[src/hw/rtl/assert_macros.svh]
// Assertion macros for the RTL modules
`ifndef ASSERT_MACROS_SVH
`define ASSERT_MACROS_SVH
`ifndef SYNTHESIS
`define ASSERT_PROP(label, clk, rst, prop) \
   label: assert property (@(posedge clk) disable iff (rst) prop) \
      else $error("property violated");
`define ASSERT_NEVER(label, clk, rst, cond) \
   label: assert property (@(posedge clk) disable iff (rst) !(cond)) \
      else $error("forbidden condition seen");
`else
`define ASSERT_PROP(label, clk, rst, prop)
`define ASSERT_NEVER(label, clk, rst, cond)
`endif
`endif

[src/hw/rtl/ttt_pkg.sv]
// Types, constants and score helpers of the two-tier transposition table
package ttt_pkg;

   localparam int unsigned TABLE_ENTRIES_DEF = 4096;
   localparam int unsigned MAX_DEPTH = 64;
   localparam logic [8:0] DEPTH_CAP = 9'(MAX_DEPTH - 1);
   localparam logic [14:0] MATE_RESET = 15'd29000;

   localparam logic [1:0] ACT_PROBE = 2'd0;
   localparam logic [1:0] ACT_STORE = 2'd1;
   localparam logic [1:0] ACT_MOVE  = 2'd2;
   localparam logic [1:0] ACT_CLEAR = 2'd3;

   localparam logic [1:0] FLAG_NONE  = 2'd0;
   localparam logic [1:0] FLAG_UPPER = 2'd1;
   localparam logic [1:0] FLAG_LOWER = 2'd2;
   localparam logic [1:0] FLAG_EXACT = 2'd3;

   typedef struct packed {
      logic [1:0]         action;
      logic [63:0]        key;
      logic [5:0]         ply;
      logic [5:0]         depth;
      logic signed [15:0] alpha;
      logic signed [15:0] beta;
      logic [31:0]        move_in;
      logic signed [15:0] score_in;
      logic [1:0]         flag_in;
   } req_type;

   typedef struct packed {
      logic               move_found;
      logic [31:0]        move_out;
      logic               usable;
      logic signed [15:0] score_out;
      logic [31:0]        hit_count;
      logic [31:0]        new_write_count;
      logic [31:0]        over_write_count;
   } rsp_type;

   typedef struct packed {
      logic [5:0]  depth;
      logic [1:0]  flag;
      logic [15:0] score;
      logic [31:0] move;
   } entry_type;

   typedef struct packed {
      logic [63:0] key;
      entry_type   entry;
   } slot_type;

   localparam int unsigned SLOT_W = $bits(slot_type);

   typedef struct packed {
      logic accept;
      logic clear_start;
      logic access;
      logic sweep;
   } cmd_type;

   typedef struct packed {
      logic sweep_last;
   } sts_type;

   function automatic logic signed [15:0] clamp_score(input logic signed [17:0] v);
      logic signed [15:0] r;
      if (v > 18'sd32767) begin
         r = 16'sd32767;
      end else if (v < -18'sd32767) begin
         r = -16'sd32767;
      end else begin
         r = v[15:0];
      end
      return r;
   endfunction

   function automatic logic [5:0] sat_depth(input logic [5:0] d);
      return ({3'b000, d} > DEPTH_CAP) ? DEPTH_CAP[5:0] : d;
   endfunction

endpackage

[src/hw/rtl/ttt_ctrl.sv]
// Controller state machine: clearing sweep, idle and table access
`include "assert_macros.svh"
module ttt_ctrl (
   input  logic              clock,
   input  logic              reset,
   input  logic              start,
   input  logic [1:0]        action,
   input  ttt_pkg::sts_type  sts,
   output ttt_pkg::cmd_type  cmd,
   output logic              busy,
   output logic              rsp_valid
);
   import ttt_pkg::*;

   typedef enum logic [2:0] {
      ST_SWEEP  = 3'b001,
      ST_IDLE   = 3'b010,
      ST_ACCESS = 3'b100
   } state_type;

   state_type st_ff, st_in;
   logic pend_ff, pend_in;
   logic rsp_valid_ff, rsp_valid_in;
   logic accept;
   logic sweep_end;

   assign accept    = start && (st_ff == ST_IDLE);
   assign sweep_end = (st_ff == ST_SWEEP) && sts.sweep_last;

   always_comb begin
      cmd.accept      = accept && (action != ACT_CLEAR);
      cmd.clear_start = accept && (action == ACT_CLEAR);
      cmd.access      = (st_ff == ST_ACCESS);
      cmd.sweep       = (st_ff == ST_SWEEP);
   end

   always_comb begin
      st_in = st_ff;
      case (st_ff)
         ST_SWEEP: begin
            if (sts.sweep_last) begin
               st_in = ST_IDLE;
            end
         end
         ST_IDLE: begin
            if (accept) begin
               st_in = (action == ACT_CLEAR) ? ST_SWEEP : ST_ACCESS;
            end
         end
         ST_ACCESS: begin
            st_in = ST_IDLE;
         end
         default: begin
            st_in = ST_IDLE;
         end
      endcase
   end

   assign pend_in      = cmd.clear_start ? 1'b1 : (sweep_end ? 1'b0 : pend_ff);
   assign rsp_valid_in = cmd.access || (sweep_end && pend_ff);

   always_ff @(posedge clock) begin
      if (reset) begin
         st_ff        <= ST_SWEEP;
         pend_ff      <= 1'b0;
         rsp_valid_ff <= 1'b0;
      end else begin
         st_ff        <= st_in;
         pend_ff      <= pend_in;
         rsp_valid_ff <= rsp_valid_in;
      end
   end

   assign busy      = (st_ff != ST_IDLE);
   assign rsp_valid = rsp_valid_ff;

   `ASSERT_PROP(a_accept_busy, clock, reset, start && st_ff == ST_IDLE |=> st_ff != ST_IDLE)
   `ASSERT_PROP(a_access_rsp, clock, reset, st_ff == ST_ACCESS |=> rsp_valid_ff)
   `ASSERT_NEVER(a_rsp_idle, clock, reset, rsp_valid_ff && st_ff != ST_IDLE)
endmodule

[config.mk]
export PLATFORM = sky130hd
export DESIGN_NAME = ttt_ctrl
export DESIGN_NICKNAME = d
export VERILOG_FILES = /design/src/hw/rtl/ttt_pkg.sv /design/src/hw/rtl/ttt_ctrl.sv
export VERILOG_INCLUDE_DIRS = /design/src /design/src/hw/rtl
export SDC_FILE = /design/constraint.sdc
export NUM_CORES = 1
export LEC_CHECK = 0
export ABC_CLOCK_PERIOD_IN_PS = 1800
export BUFFER_PORTS_ARGS = -buffer_cell sky130_fd_sc_hd__buf_4
export CAP_MARGIN = 20
export CORE_AREA = 2 2 39 41
export DETAILED_ROUTE_END_ITERATION = 7
export DIE_AREA = 0 0 41 43
export PLACE_DENSITY = 0.45
export SLEW_MARGIN = 10
export SYNTH_ARGS = -nofsm -noshare
export SYNTH_HDL_FRONTEND = slang
export SYNTH_SLANG_ARGS = --single-unit
export TNS_END_PERCENT = 50
[constraint.sdc]
create_clock -name clock -period 1.8 [get_ports clock]
set_input_delay 0.09 -clock clock [delete_from_list [all_inputs] [get_ports clock]]
set_output_delay 0.09 -clock clock [all_outputs]
set_load 0.02 [all_outputs]
==> results by group <==
Clock tree
  • Hold_buf cts: 0
  • Clk pin slew, worst setup/hold paths: 0.04 ns
  • CTS Buffer Depth: 2
  • Number of clock sinks: 5
  • TritonCTS clock tree: done
  • Clock Root Buffer: clkbuf_4
  • Post-CTS Setup Bufs: 0
  • Clk Latency, worst-skew pair: 0.24 ns
  • Num CTS Buffers: 3
  • H-Tree Depth: 1
  • Post-CTS Resized: 0

Worst setup path
  • Delay-heaviest family, CP: simple AND/OR/NAND/NOR gates
  • CP arrival: 1.29 ns
  • Worst-path fanout max: 6
  • Crit start category: flip-flop
  • Stages on the worst setup path: 2
  • Cells along the critical path: or3b_2 > buf_4
  • Critical path class: flip-flop to output port
  • Worst Path Required: 1.71 ns
  • Crit path buffers/inverters: 1
  • Worst Setup SP: st_ff[1]
  • RR Endpoint: st_ff[1]
  • Crit end category: output port
  • Crit-path slowest cell: or3b_2
  • Worst reg2reg path depth: 2
  • Critical Path Max Stage Delay: 0.46 ns
  • Crit path capture: busy
  • FF-to-FF Start: st_ff[0]
  • R2R setup slack: 0.68 ns

STA
  • Worst slew margin: 78.00%
  • Final worst slack: 0.4232 ns
  • Clock skew: 0.0009554 ns
  • WHS: 0.04445 ns
  • RSZ-0062 raised after global routing: no
  • Worst-margin pin slew: 0.3292 ns
  • Setup TNS: 0 ns
  • Fmax: 726.3 MHz
  • # setup viols final: 0
  • Max Transition Viols Final: 0
  • Fin crit share: 76.49%
  • Crit path time final: 1.377 ns
  • Final hold viol count: 0

GRT
  • GRT Total Usage: 8.643%
  • GRT overflow: 0
  • First-pass GRT wire length: 993 um
  • Antenna violations before repair: 0
  • Largest net degree at the start of global routing: 7
  • Vias in the first global route: 242

Synth
  • Most frequent cell after synthesis: dfxtp_1
  • Post-synth top area share: 40.40%
  • Netlist cell types: 18
  • Syn avg cell area: 10.32 sq um
  • Synth area leader: dfxtp_1
  • Top_reg_cell synth: dfxtp_1
  • Post-synth EDFFs: 0
  • Ys async rst share: 0%
  • Warnings from Yosys: 0
  • Cell count after synthesis: 24
  • Syn Nets: 30
  • Register area share after synthesis: 40.40%
  • Top post-synthesis cells by area: dfxtp_1 40%, nor4b_1 7.1%, nand4bb_2 6.6%
  • Yosys reg bits: 5
  • Synth Cell Area: 247.7 sq um
  • Post-synth top cells: 5 x dfxtp_1, 2 x inv_1, 2 x nor4b_1

Routing
  • Routed WL: 601 um
  • Router iterations before antenna repair: 2
  • Drt first-iter violations: 2
  • DR vias: 236
  • Post-DR wirelength/cell: 11.13 um
  • Number of vias per cell: 4.370
  • Routed Antenna Nets: 0
  • Drt drc: 0

Final layout
  • Share of post-route cells with drive strength above 1: 44.74%
  • Core Util, Final: 26.67%
  • Storage element area: 100.1 sq um
  • Antenna cells: 0
  • Fillcell total: 151
  • Area growth, synth to finish: 48.99%
  • Nets@finish: 45
  • Multi-input logic area: 132.6 sq um

Power
  • Leak: 0.1615 nW
  • Total Power: 0.2979 mW
  • Cell Pwr Density: 807.1 nW/um^2
  • Maximum VDD drop: 0.2374 mV

Run
  • Maximum capacitance violations: 0

Die
  • Die Y-Extent: 43 um
  • Io pins: 12
  • Die ar.: 1763 sq um
  • Die width: 41 um
  • Core area: 1384 sq um
  • Site row count: 14
  • Initial core utilization: 17.90%

Hold path
  • Worst Hold Class: input pin to flip-flop

Place
  • Port bufs: 11
  • Post-DP HPWL: 492.9 um
  • Final GP Congestion: 0.7279
  • Place WS: 0.6814 ns

Status
  • Status: completed
-- worst reg2reg max path: stages (launching register included) --
cell,delay (ns)
dfxtp_1,0.38
or3b_1,0.40
o211a_1,0.23
-- per-stage QoR --
| stage | cell area [sq um] | instances |
|---|---|---|
| 4_1_cts | 369.1 | 54 |
| 3_5_place_dp | 342.8 | 50 |
| 3_3_place_gp | 342.8 | 50 |
| 2_1_floorplan | 247.7 | 24 |
| 6_report | 369.1 | 54 |
| 5_1_grt | 369.1 | 54 |
-- cell usage in the layout (no fill, tap or decap) --
cell type,n
and4bb_2,1
nand4bb_2,1
or3b_1,1
o32ai_1,1
nand2b_1,1
or3b_2,1
clkbuf_4,3
nand2_1,1
a22o_1,1
nor3b_1,1
nor2b_1,1
buf_4,11
nor4b_1,2
inv_1,2
nor2_1,1
dfxtp_1,5
clkbuf_1,1
o211a_1,1
a21oi_1,1
o221ai_1,1
-- final cells by class --
class,count,area share (%)
clock buffers,4,7.119
repair buffers,11,22.37
well taps,16,5.424
multi-input cells,16,35.93
flip-flops and latches,5,27.12
inverters,2,2.034
-- metal layers --
| metal | GRT usage (%) | share of wire, % | vias up |
|---|---|---|---|
| met2 | 14.06 | 57 | 6 |
| met3 | 3.141 | 8.2 | 0 |
| met4 | 6.000 | 0 | 0 |
| met5 | 0 | 0 | - |
| met1 | 8.387 | 35 | 111 |
| li1 | - | - | 119 |
-- worst min path at each step --
stage          startpoint  endpoint  slack [ns]  cells after the start
6_report            reset  st_ff[2]        0.04                      2
5_1_grt             reset  st_ff[2]        0.05                      2
4_1_cts             reset  st_ff[2]        0.04                      2
3_5_place_dp        reset  st_ff[2]        0.29                      2
3_3_place_gp        reset  st_ff[2]        0.30                      2
2_1_floorplan       reset  st_ff[2]        0.17                      1
-- sequential cells by signal, summed over array words and instances, names as in the netlist --
| register | flops |
|---|---|
| rsp_valid | 1 |
| pend_ff | 1 |
| st_ff | 3 |
-- cells by family after synthesis --
| family | after synthesis | synth area share, % |
|---|---|---|
| DFF | 5 | 40.41 |
| and+or+nand+nor | 11 | 36.87 |
| AOI/OAI and AO/OA | 5 | 16.67 |
| buffers and inverters | 3 | 6.063 |
-- power breakdown --
group / total [mW] / switching, mW / internal, mW / leakage (nW)
Clock: 0.127 / 0.0431 / 0.0836 / 0.0150
Combinational: 0.0488 / 0.0229 / 0.0259 / 0.106
Sequential: 0.122 / 0.00619 / 0.116 / 0.0411
Total: 0.298 / 0.0721 / 0.226 / 0.162
Note: power is estimated with default switching activity, not from simulation.
